[src/design/positional_array_list_macros.svh]
// Assertion macros for the positional array list
`ifndef POSITIONAL_ARRAY_LIST_MACROS_SVH
`define POSITIONAL_ARRAY_LIST_MACROS_SVH

`ifndef ASSERT_OFF
`define PAL_ASSERT(label, prop, msg) \
    label: assert property (@(posedge clk) disable iff (!rst_n) prop) else $error(msg);
`define PAL_ASSERT_ALWAYS(label, prop, msg) \
    label: assert property (@(posedge clk) prop) else $error(msg);
`else
`define PAL_ASSERT(label, prop, msg)
`define PAL_ASSERT_ALWAYS(label, prop, msg)
`endif

`endif

[src/design/pal_pkg.sv]
`default_nettype none
package pal_pkg;

    localparam int CAPACITY = 128;
    localparam int WORD_W   = 32;
    localparam int CMD_W    = 3;
    localparam int POS_W    = 7;
    localparam int STAT_W   = 2;
    localparam int OUT_CNT_W = 8;
    localparam int IDX_W    = $clog2(CAPACITY);
    localparam int CNT_W    = $clog2(CAPACITY + 1);
    localparam int GROUP    = 8;
    localparam int NGROUPS  = (CAPACITY + GROUP - 1) / GROUP;

    typedef enum logic [CMD_W-1:0] {
        CMD_INS_FRONT = 3'd0,
        CMD_INS_END   = 3'd1,
        CMD_INS_AT    = 3'd2,
        CMD_REM_FRONT = 3'd3,
        CMD_REM_END   = 3'd4,
        CMD_REM_AT    = 3'd5
    } cmd_e;

    typedef enum logic [STAT_W-1:0] {
        STAT_OK    = 2'd0,
        STAT_FULL  = 2'd1,
        STAT_EMPTY = 2'd2,
        STAT_RANGE = 2'd3
    } status_e;

    typedef enum logic [1:0] {
        ST_IDLE,
        ST_FOLD,
        ST_LAST
    } state_e;

    typedef struct packed {
        logic [CMD_W-1:0]  command;
        logic [WORD_W-1:0] entry_value;
        logic [POS_W-1:0]  position;
    } pal_in_t;

    typedef struct packed {
        logic [WORD_W-1:0]    removed_value;
        logic [STAT_W-1:0]    status;
        logic [OUT_CNT_W-1:0] entry_count;
    } pal_out_t;

    // broadcast from the controller to every cell
    typedef struct packed {
        logic              go;
        logic              ins;
        logic              rem;
        logic [CNT_W-1:0]  at;
        logic [CNT_W-1:0]  cnt;
        logic [WORD_W-1:0] value;
    } pal_bcast_t;

endpackage
`default_nettype wire

[src/design/pal_cell.sv]
`default_nettype none
module pal_cell (
    input  wire logic                      clk,
    input  wire pal_pkg::pal_bcast_t       bc,
    input  wire logic [pal_pkg::IDX_W-1:0] index,
    input  wire logic [pal_pkg::WORD_W-1:0] left_value,
    input  wire logic [pal_pkg::WORD_W-1:0] right_value,
    output logic      [pal_pkg::WORD_W-1:0] value,
    output logic      [pal_pkg::WORD_W-1:0] pick
);
    import pal_pkg::*;

    logic [WORD_W-1:0] value_reg, value_next;
    logic [WORD_W-1:0] pick_reg, pick_next;
    logic [CNT_W-1:0]  idx;

    assign idx = CNT_W'(index);

    always_comb
    begin
        value_next = value_reg;
        pick_next  = pick_reg;
        if (bc.go)
        begin
            pick_next = '0;
            if (bc.ins)
            begin
                if (idx == bc.at)
                    value_next = bc.value;
                else if (idx > bc.at && idx <= bc.cnt)
                    value_next = left_value;
            end
            else if (bc.rem)
            begin
                if (idx == bc.at)
                    pick_next = value_reg;
                if (idx >= bc.at && (idx + CNT_W'(1)) < bc.cnt)
                    value_next = right_value;
            end
        end
    end

    always_ff @(posedge clk)
    begin
        value_reg <= value_next;
        pick_reg  <= pick_next;
    end

    assign value = value_reg;
    assign pick  = pick_reg;

endmodule
`default_nettype wire

[config.mk]
export PLATFORM = sky130hd
export DESIGN_NAME = pal_cell
export DESIGN_NICKNAME = d
export VERILOG_FILES = /design/src/design/positional_array_list_macros.svh /design/src/design/pal_pkg.sv /design/src/design/pal_cell.sv
export SDC_FILE = /design/constraint.sdc
export NUM_CORES = 1
export LEC_CHECK = 0
export ABC_AREA = 1
export BUFFER_PORTS_ARGS = -buffer_cell sky130_fd_sc_hd__buf_2
export CORE_UTILIZATION = 49
export DETAILED_ROUTE_END_ITERATION = 10
export PLACE_DENSITY = 0.83
export SLEW_MARGIN = 20
export SYNTH_ARGS = -nofsm -noshare
export SYNTH_HDL_FRONTEND = slang
export SYNTH_SLANG_ARGS = --single-unit
[constraint.sdc]
create_clock -name clk -period 8.2 [get_ports clk]
set_input_delay 0.82 -clock clk [delete_from_list [all_inputs] [get_ports clk]]
set_output_delay 0.82 -clock clk [all_outputs]
set_load 0.01 [all_outputs]
==> flow_metrics.env, run 1 <==
export IMPL_status="finished clean"
export IMPL_grt_remaining_overflow=0
export IMPL_setup_violations=0
export IMPL_grt_usage=0.2360
export IMPL_worst_setup_path_type="input port to flop"
export IMPL_grt_max_degree=35
export IMPL_cp_arrival_ns=3.33
export IMPL_root_buffer="clkbuf_8"
export IMPL_power_per_cell_area_nw_per_um2=165.8
export IMPL_setup_tns_ns=0
export IMPL_routed_wl_um=9003
export IMPL_finalPower_w=0.0007923
export IMPL_dp_cells=657
export IMPL_syn_area_per_cell_um2=9.242
export IMPL_required_ns=8.26
export IMPL_insertion_delay_ns=0.34
export IMPL_tritoncts="built"
export IMPL_hold_ws_ns=0.5680
export IMPL_leakage_nw=2.363
export IMPL_netlist_area_leader_share=0.5319
export IMPL_drc=0
export IMPL_clockBufferDepth=2
export IMPL_cp_end_kind="flop"
export IMPL_coreArea_um2=6944
export IMPL_holdCritPathClass="flop to flop"
export IMPL_rows=30
export IMPL_crit_path_start_kind="input port"
export IMPL_cts_htree_levels=3
export IMPL_die_w_um=87.88
export IMPL_grt_pass1_wl_um=13580
export IMPL_vdd_drop_max_uv=96.63
export IMPL_clock_skew_final_ns=0.01062
export IMPL_postRouteAntennaNets=0
export IMPL_synth_cell_types=24
export IMPL_maxCapViolCount=0
export IMPL_place_congestion=0.8961
export IMPL_syn_num_nets=537
export IMPL_ys_ff_latch=64
export IMPL_synthTopCellsByArea="edfxtp_1, a21oi_1, ha_1"
export IMPL_synth_area_um2=3613
export IMPL_crit_fanout=34
export IMPL_via_count=3272
export IMPL_rsz0062_at_grt="no"
export IMPL_maxSlewViolCount=0
export IMPL_fin_crit_ns=3.271
export IMPL_clk_pin_slew_ns=0.06
export IMPL_vias_per_cell=4.855
export IMPL_syn_instance_count=391
export IMPL_max_freq_mhz=305.7
export IMPL_area_delta_synth_final_pct=32.27
export IMPL_wl_per_cell_um=13.36
export IMPL_yosys_warnings=0
export IMPL_io_buffers=186
export IMPL_fin_cells=674
export IMPL_cts_resized=0
export IMPL_drt_initial_drc_count=119
export IMPL_cts_sinks=64
export IMPL_final_layout_size_suffix_gt1_frac=0.3917
export IMPL_die_h_um=87.88
export IMPL_grt_pass1_vias=3039
export IMPL_post_cts_buffers=0
export IMPL_initial_utilization=0.5204
export IMPL_nets=718
export IMPL_antenna_found_initial=1
export IMPL_tightest_slew_ns=1.011
export IMPL_slew_headroom=0.3216
export IMPL_hold_viol=0
export IMPL_cts_buffers=9
export IMPL_dr_pass1_iters=5
export IMPL_die_area_um2=7722
export IMPL_fin_crit_sh=0.3989
export IMPL_dpl_hpwl_um=6844
export IMPL_holdBufCountCts=0
export IMPL_io_pins=187
export IMPL_synth_largest_area_cell="edfxtp_1"
export IMPL_yosysSeqAreaShare=0.5319
==> critical path, stage by stage <==
cell and delay [ns]:
buf_2 0.12, ha_1 0.31, inv_1 0.06, nor2_1 0.04, nand2_1 0.06, nor2_2 0.04
nand2_2 0.54, clkinv_2 0.64, nand3_4 0.57, nor2_1 0.10
==> cells in the mapped netlist <==
cell and number:
nor3b_1 1, a22oi_1 1, nand4_1 1, xor2_1 4
nand2_1 57, inv_1 62, nand3_1 4, nand3_4 1
clkinv_1 1, ha_1 23, nand2_2 1, edfxtp_1 64
buf_6 6, o21ai_0 2, nor2_2 21, a21o_1 1
nor3_1 1, clkinv_2 1, buf_2 4, clkbuf_1 6
a21oi_1 73, xnor2_1 1, nor2_1 54, a21boi_0 1
==> cell families (layout without fill, tap and decap cells) <==
family / count (synthesis) / count (layout) / synth area share
xor gates and xnor gates: 5 / 5 / 0.01212
adders and majority gates: 23 / 23 / 0.07964
buffers and inverters: 80 / 266 / 0.09729
DFF: 64 / 64 / 0.5319
AOI/OAI and AO/OA: 78 / 78 / 0.1101
and+or+nand+nor: 141 / 141 / 0.1690
other: 0 / 1 / 0
==> path summary, 6_finish.rpt <==
check / end / depth (start not counted) / start / slack (ns)
hold reg to reg: pick[14] / 2 / value[14] / 0.57
hold / removal: pick[14] / 2 / value[14] / 0.57
setup reg to reg: pick[25] / 2 / value[25] / 7.40
setup / recovery: pick[19] / 10 / index[6] / 4.93
==> layer usage <==
metal  track usage  vias up  share of wire
met1        0.2592     1465           0.37
met4        0.1192        0          0.021
li1              -     1646              -
met2        0.4257      141           0.53
met5             0        -              0
met3       0.05467       20          0.079
==> final cells by class <==
| cell class | count | area [µm²] |
|---|---|---|
| tap | 96 | 120.1 |
| clock inverter | 6 | 83.83 |
| inverter | 64 | 241.5 |
| timing repair buffer | 186 | 930.9 |
| clock buffer | 10 | 127.6 |
| sequential | 64 | 1922 |
| multi-input combinational | 247 | 1351 |
| antenna | 1 | 2.502 |
| fill | 551 | 2165 |
==> where the power goes <==
group	internal, W	switching [W]
Clock	0.000170	0.000120
Sequential	0.000378	0.00000619
Combinational	0.0000523	0.0000664
Total	0.000600	0.000192
==> per-stage QoR <==
step	util	instance area, µm²	setup WS, ns
after floorplan	-	3613	4.165
final	0.6883	4780	4.929
after detailed placement	0.6575	4566	4.559
after global placement	0.6575	4566	4.730
after CTS	0.6879	4777	4.908
after global routing	0.6879	4777	4.741
==> cell usage in the layout, fill, tap and decap left out, drive strengths merged <==
master    n
a21boi    1
a21o      1
a21oi    73
a22oi     1
buf     186
bufinv    2
clkbuf   10
clkinv    6
diode     1
edfxtp   64
ha       23
inv      62
nand2    58
nand3     5
nand4     1
nor2     75
nor3      1
nor3b     1
o21ai     2
xnor2     1
xor2      4
No activity file was read; power rests on OpenSTA's default activity.
==> run 2, diff against run 1 <==
--- a/config.mk
+++ b/config.mk
@@ -5,11 +5,11 @@
 export SDC_FILE = /design/constraint.sdc
 export NUM_CORES = 1
 export LEC_CHECK = 0
-export ABC_AREA = 1
+export ABC_AREA = 0
 export BUFFER_PORTS_ARGS = -buffer_cell sky130_fd_sc_hd__buf_2
-export CORE_UTILIZATION = 49
+export CORE_UTILIZATION = 41
 export DETAILED_ROUTE_END_ITERATION = 10
-export PLACE_DENSITY = 0.83
+export PLACE_DENSITY = 0.74
 export SLEW_MARGIN = 20
 export SYNTH_ARGS = -nofsm -noshare
 export SYNTH_HDL_FRONTEND = slang
==> constraint.sdc (replaced) <==
create_clock -name clk -period 2.9 [get_ports clk]
set_input_delay 0.29 -clock clk [delete_from_list [all_inputs] [get_ports clk]]
set_output_delay 0.29 -clock clk [all_outputs]
set_load 0.01 [all_outputs]
==> run 2 against run 1 <==
Effect of this change:
- the run now ends with design-rule violations left
- synthesized cell count down 25%
- register-to-register slack got worse by 5.3 ns
- clock-buffer cell count shrank 1
- sequential power increased to 2.8 times the previous value
- highest routed layer unchanged
- total power rose to 2.8 times the previous value
- clock skew is 0.0017 ns lower
- via count fell by 13%
- critical path depth up 1
- area after synthesis decreased by 4.1%
==> flow_metrics.env, run 2 <==
export IMPL_status="finished with violations"
export IMPL_violations="design-rule violations"
export IMPL_clk_pin_slew_ns=0.07
export IMPL_synth_cell_types=32
export IMPL_netlist_area_leader_share=0.5543
export IMPL_hp_start="right_value[14]"
export IMPL_setup_violations=0
export IMPL_place_congestion=0.8394
export IMPL_tightest_slew_ns=0.5433
export IMPL_drc=2
export IMPL_grt_remaining_overflow=0
export IMPL_cts_htree_levels=3
export IMPL_syn_instance_count=293
export IMPL_yosysSeqAreaShare=0.5543
export IMPL_grt_pass1_vias=2653
export IMPL_fin_crit_sh=0.8715
export IMPL_num_antenna_cells=0
export IMPL_final_layout_size_suffix_gt1_frac=0.4335
export IMPL_grt_max_degree=39
export IMPL_synth_area_um2=3467
export IMPL_leakage_nw=2.209
export IMPL_crit_path_start_kind="input port"
export IMPL_required_ns=2.92
export IMPL_finalPower_w=0.002234
export IMPL_coreArea_um2=8217
export IMPL_fin_crit_ns=2.527
export IMPL_drt_initial_drc_count=62
export IMPL_nets=630
export IMPL_ys_ff_latch=64
export IMPL_die_h_um=93.96
export IMPL_cp_arrival_ns=2.55
export IMPL_initial_utilization=0.4220
export IMPL_async_flop_share=0
export IMPL_yosys_warnings=0
export IMPL_synth_common_cells="edfxtp_1, a21oi_1, nor2_1, and2_1, mux2i_1"
export IMPL_crit_fanout=13
export IMPL_postRouteAntennaNets=0
export IMPL_syn_num_nets=439
export IMPL_rows=33
export IMPL_die_area_um2=8828
export IMPL_post_cts_buffers=0
export IMPL_worst_slack_ns=0.3726
export IMPL_hold_viol=0
export IMPL_synth_largest_area_cell="edfxtp_1"
export IMPL_antenna_found_initial=0
export IMPL_power_per_cell_area_nw_per_um2=471.5
export IMPL_cts_resized=0
export IMPL_worst_setup_path_type="input port to flop"
export IMPL_dpl_hpwl_um=6599
export IMPL_vdd_drop_max_uv=237.1
export IMPL_slew_headroom=0.6378
export IMPL_maxSlewViolCount=0
export IMPL_yosys_cell_count_top_type="edfxtp_1"
export IMPL_final_common_cell="buf_2"
export IMPL_holdBufCountCts=0
export IMPL_maxCapViolCount=0
export IMPL_die_w_um=93.96
export IMPL_grt_usage=0.1898
export IMPL_max_freq_mhz=395.7
export IMPL_routed_wl_um=8297
export IMPL_clock_skew_final_ns=0.008959
export IMPL_insertion_delay_ns=0.33
export IMPL_synth_enable_flop_cells=64
export IMPL_io_buffers=186
export IMPL_cp_end_kind="flop"
export IMPL_grt_pass1_wl_um=12510
export IMPL_utilization=0.5767
export IMPL_dr_pass1_iters=7
export IMPL_tritoncts="built"
export IMPL_wl_per_cell_um=13.97
export IMPL_area_delta_synth_final_pct=36.67
export IMPL_via_count=2838
export IMPL_ys_flop_type="edfxtp_1"
export IMPL_setup_tns_ns=0
export IMPL_syn_area_per_cell_um2=11.83
export IMPL_vias_per_cell=4.778
export IMPL_layout_common_cells="buf_2, edfxtp_1, a21oi_1, nor2_1"
export IMPL_holdCritPathClass="input port to flop"
export IMPL_clockBufferDepth=2
export IMPL_startpoint="index[1]"
export IMPL_root_buffer="clkbuf_8"
export IMPL_cts_buffers=9
export IMPL_reg2reg_from="value[26]"
export IMPL_io_pins=187
export IMPL_rsz0062_at_grt="no"
export IMPL_post_place_ws_ns=0.05938
export IMPL_synthTopCellsByArea="edfxtp_1, mux2i_1, ha_1"
export IMPL_cts_sinks=64
run 2: cell types whose count changed after synthesis, moves of 18 or more:
| cell | previous run | this run |
|---|---|---|
| nand2_1 | 57 | 7 |
| nor2_1 | 54 | 36 |
| nor2_2 | 21 | 0 |
| inv_1 | 62 | 16 |
| a21oi_1 | 73 | 38 |
| and2_1 | 0 | 32 |
| mux2i_1 | 0 | 32 |
run 2: cell families after synthesis:
| logic type | share of synthesized area |
|---|---|
| flops | 0.5543 |
| xor+xnor | 0.01263 |
| mux | 0.09239 |
| fa+ha+maj | 0.08300 |
| simple gates | 0.1426 |
| buf+inv | 0.03897 |
| compound gates | 0.07615 |
run 2: worst paths after layout:
path,endpoint,slack (ns),cells past startpoint
worst max register to register,pick[26],2.10,1
worst min-delay path,value[14],0.28,3
worst max-delay path,value[9],0.37,11
worst min register to register,pick[16],0.55,1
run 2: layout make-up:
type                    count  area [µm²]
repair buffers            193       996.0
multi-input cells         200        1411
fillers                   721        3478
inverters                  16       60.06
clock buffers               9       123.9
well taps                 105       131.4
clock inverters             7       93.84
flip-flops and latches     64        1922
run 2: per-stage QoR:
step | area, µm² | cells | hold slack, ns
finish | 4738 | 594 | 0.2792
global route | 4738 | 594 | 0.2768
CTS | 4738 | 594 | 0.2586
detailed placement | 4521 | 578 | 0.5281
global placement | 4521 | 578 | 0.5270
floorplan | 3468 | 293 | 0.4025
run 2: routing by layer:
layer,global-route usage,vias up,share of wire
met2,0.3400,111,0.52
met5,0,-,0
met3,0.03883,11,0.060
met1,0.2183,1280,0.41
met4,0.08077,0,0.017
li1,-,1436,-
run 2: power by group:
part           leakage (nW)  switching, W  internal, W
combinational          1.46      0.000172     0.000152
clock                 0.107      0.000348     0.000484
sequential            0.644     0.0000140      0.00106
total                  2.21      0.000533      0.00170
run 2: worst max-delay path, cell delays in order:
cell     delay [ns]
buf_2          0.13
ha_1           0.21
nand2_1        0.06
or2_2          0.28
xnor2_1        0.17
ha_1           0.29
a21oi_1        0.16
o21ai_0        0.09
o41ai_1        0.35
o311a_2        0.29
buf_4          0.23
==> run 3, diff against run 2 <==
--- a/config.mk
+++ b/config.mk
@@ -5,11 +5,11 @@
 export SDC_FILE = /design/constraint.sdc
 export NUM_CORES = 1
 export LEC_CHECK = 0
-export ABC_AREA = 0
+export ABC_AREA = 1
 export BUFFER_PORTS_ARGS = -buffer_cell sky130_fd_sc_hd__buf_2
 export CORE_UTILIZATION = 41
 export DETAILED_ROUTE_END_ITERATION = 10
-export PLACE_DENSITY = 0.74
+export PLACE_DENSITY = 0.73
 export SLEW_MARGIN = 20
 export SYNTH_ARGS = -nofsm -noshare
 export SYNTH_HDL_FRONTEND = slang
==> run 3 against run 2 <==
Effect of this change:
- clock-buffer cell count up 1
- largest cell class unchanged
- utilization down 0.48 points
- total power down 7.3%
- register-to-register slack about the same
- sequential power about the same
- hold slack worse by 0.012 ns
- first-iteration DRC count up 74%
- worst setup slack better by 0.32 ns
- clock power down 23%
- clock skew down 0.0026 ns
- the flow now finishes without violations
- sequential cell count unchanged
- critical path type unchanged
- non-clock buffer count unchanged
==> flow_metrics.env, run 3 (synthesized netlist as in run 1, its figures left out) <==
export IMPL_status="finished clean"
export IMPL_p_int_w=0.001523
export IMPL_cts_resized=0
export IMPL_post_place_ws_ns=0.3466
export IMPL_rows=33
export IMPL_cp_end_kind="flop"
export IMPL_tritoncts="built"
export IMPL_fin_crit_sh=0.7618
export IMPL_setup_violations=0
export IMPL_slew_headroom=0.6122
export IMPL_sw_frac_of_total=0.2645
export IMPL_seq_power_share=0.524
export IMPL_final_common_cell="buf_2"
export IMPL_initial_utilization=0.4311
export IMPL_wl_per_cell_um=13.84
export IMPL_maxCapViolCount=0
export IMPL_dr_pass1_iters=5
export IMPL_hold_ws_ns=0.2674
export IMPL_slowest_stage="ha_1"
export IMPL_p_comb_frac=0.167
export IMPL_root_buffer="clkbuf_8"
export IMPL_layout_common_cells="buf_2, a21oi_1, edfxtp_1, inv_1, nand2_1"
export IMPL_crit_path_start_kind="input port"
export IMPL_worst_slack_ns=0.6907
export IMPL_cts_sinks=64
export IMPL_via_count=3322
export IMPL_postRouteAntennaNets=0
export IMPL_tightest_slew_ns=0.5781
export IMPL_die_h_um=95.88
export IMPL_io_buffers=186
export IMPL_coreArea_um2=8382
export IMPL_nets=725
export IMPL_grt_pass1_vias=3126
export IMPL_num_antenna_cells=0
export IMPL_cts_buffers=9
export IMPL_grt_remaining_overflow=0
export IMPL_power_per_cell_area_nw_per_um2=432.1
export IMPL_vias_per_cell=4.821
export IMPL_crit_family="adder cells"
export IMPL_die_area_um2=9193
export IMPL_final_layout_size_suffix_gt1_frac=0.3955
export IMPL_fin_crit_ns=2.209
export IMPL_drc=0
export IMPL_worst_setup_path_type="input port to flop"
export IMPL_drt_initial_drc_count=108
export IMPL_grt_usage=0.2102
export IMPL_clock_skew_final_ns=0.006373
export IMPL_vdd_drop_max_uv=187.5
export IMPL_clockPowerShare=0.309
export IMPL_max_freq_mhz=452.6
export IMPL_post_cts_buffers=0
export IMPL_maxSlewViolCount=0
export IMPL_leakage_nw=2.364
export IMPL_switchingPower_w=0.0005479
export IMPL_holdBufCountCts=0
export IMPL_die_w_um=95.88
export IMPL_cp_arrival_ns=2.22
export IMPL_grt_pass1_wl_um=14370
export IMPL_routed_wl_um=9534
export IMPL_dpl_hpwl_um=7309
export IMPL_crit_buf_inv=2
export IMPL_setup_tns_ns=0
export IMPL_fill_cells=762
export IMPL_cts_htree_levels=3
export IMPL_area_delta_synth_final_pct=32.65
export IMPL_crit_fanout=20
export IMPL_grt_max_degree=34
export IMPL_place_congestion=0.8037
export IMPL_crit_top_cell="nor2_1"
export IMPL_clockBufferDepth=2
export IMPL_rsz0062_at_grt="no"
export IMPL_crit_chain="buf_2 > ha_1 > nand3_1 > nor2_1 > nand2_1 > xor2_1 > ha_1 > a21oi_1 > nor2_1 > nor2_1 > a21boi_0 > a21oi_4 > buf_4"
export IMPL_insertion_delay_ns=0.33
export IMPL_required_ns=2.91
export IMPL_antenna_found_initial=0
export IMPL_critPathMaxStageDelay_ns=0.31
export IMPL_holdCritPathClass="input port to flop"
export IMPL_clk_pin_slew_ns=0.07
export IMPL_hold_viol=0
export IMPL_io_pins=187
export IMPL_utilization=0.5719
-- run 3: final cells by class --
cell class	count	area (µm²)	share of cell area
sequential	64	1922	0.4009
multi-input combinational	247	1351	0.2819
inverter	64	241.5	0.05038
timing repair buffer	193	983.4	0.2052
clock buffer	10	127.6	0.02662
clock inverter	6	36.28	0.007570
tap	105	131.4	0.02741
-- run 3: routing by layer --
layer / global-route usage / up-vias / share of wire
met4: 0.07960 / 0 / 0.023
met3: 0.03870 / 24 / 0.050
met5: 0 / - / 0
li1: - / 1653 / -
met1: 0.2463 / 1516 / 0.41
met2: 0.3804 / 129 / 0.52
-- run 3: through the flow --
step	cells	power [W]	instance area [µm²]
after floorplan	391	0.001267	3617
after global placement	673	0.001435	4629
after detailed placement	673	0.001452	4629
after CTS	689	0.002086	4793
after global routing	689	0.002174	4793
final	689	0.002071	4793
-- run 3: worst reg2reg max path, cell delays in order (launching register included) --
cell and delay (ns):
edfxtp_1 0.41, inv_1 0.08, nor2_1 0.04
-- run 3: power by group through the flow --
stage	Clock [W]	Sequential (W)	Combinational, W
after floorplan	0	0.00113	0.000140
after global placement	0	0.00110	0.000331
after detailed placement	0	0.00111	0.000346
after CTS	0.000654	0.00109	0.000347
after global routing	0.000696	0.00109	0.000389
final	0.000640	0.00109	0.000346
-- run 3: final timing paths --
path	start	endpoint	slack, ns	depth (start not counted)
min reg2reg	value[22]	pick[22]	0.58	2
max	index[0]	value[28]	0.69	13
max reg2reg	value[31]	pick[31]	2.11	2
min	right_value[11]	value[11]	0.27	3
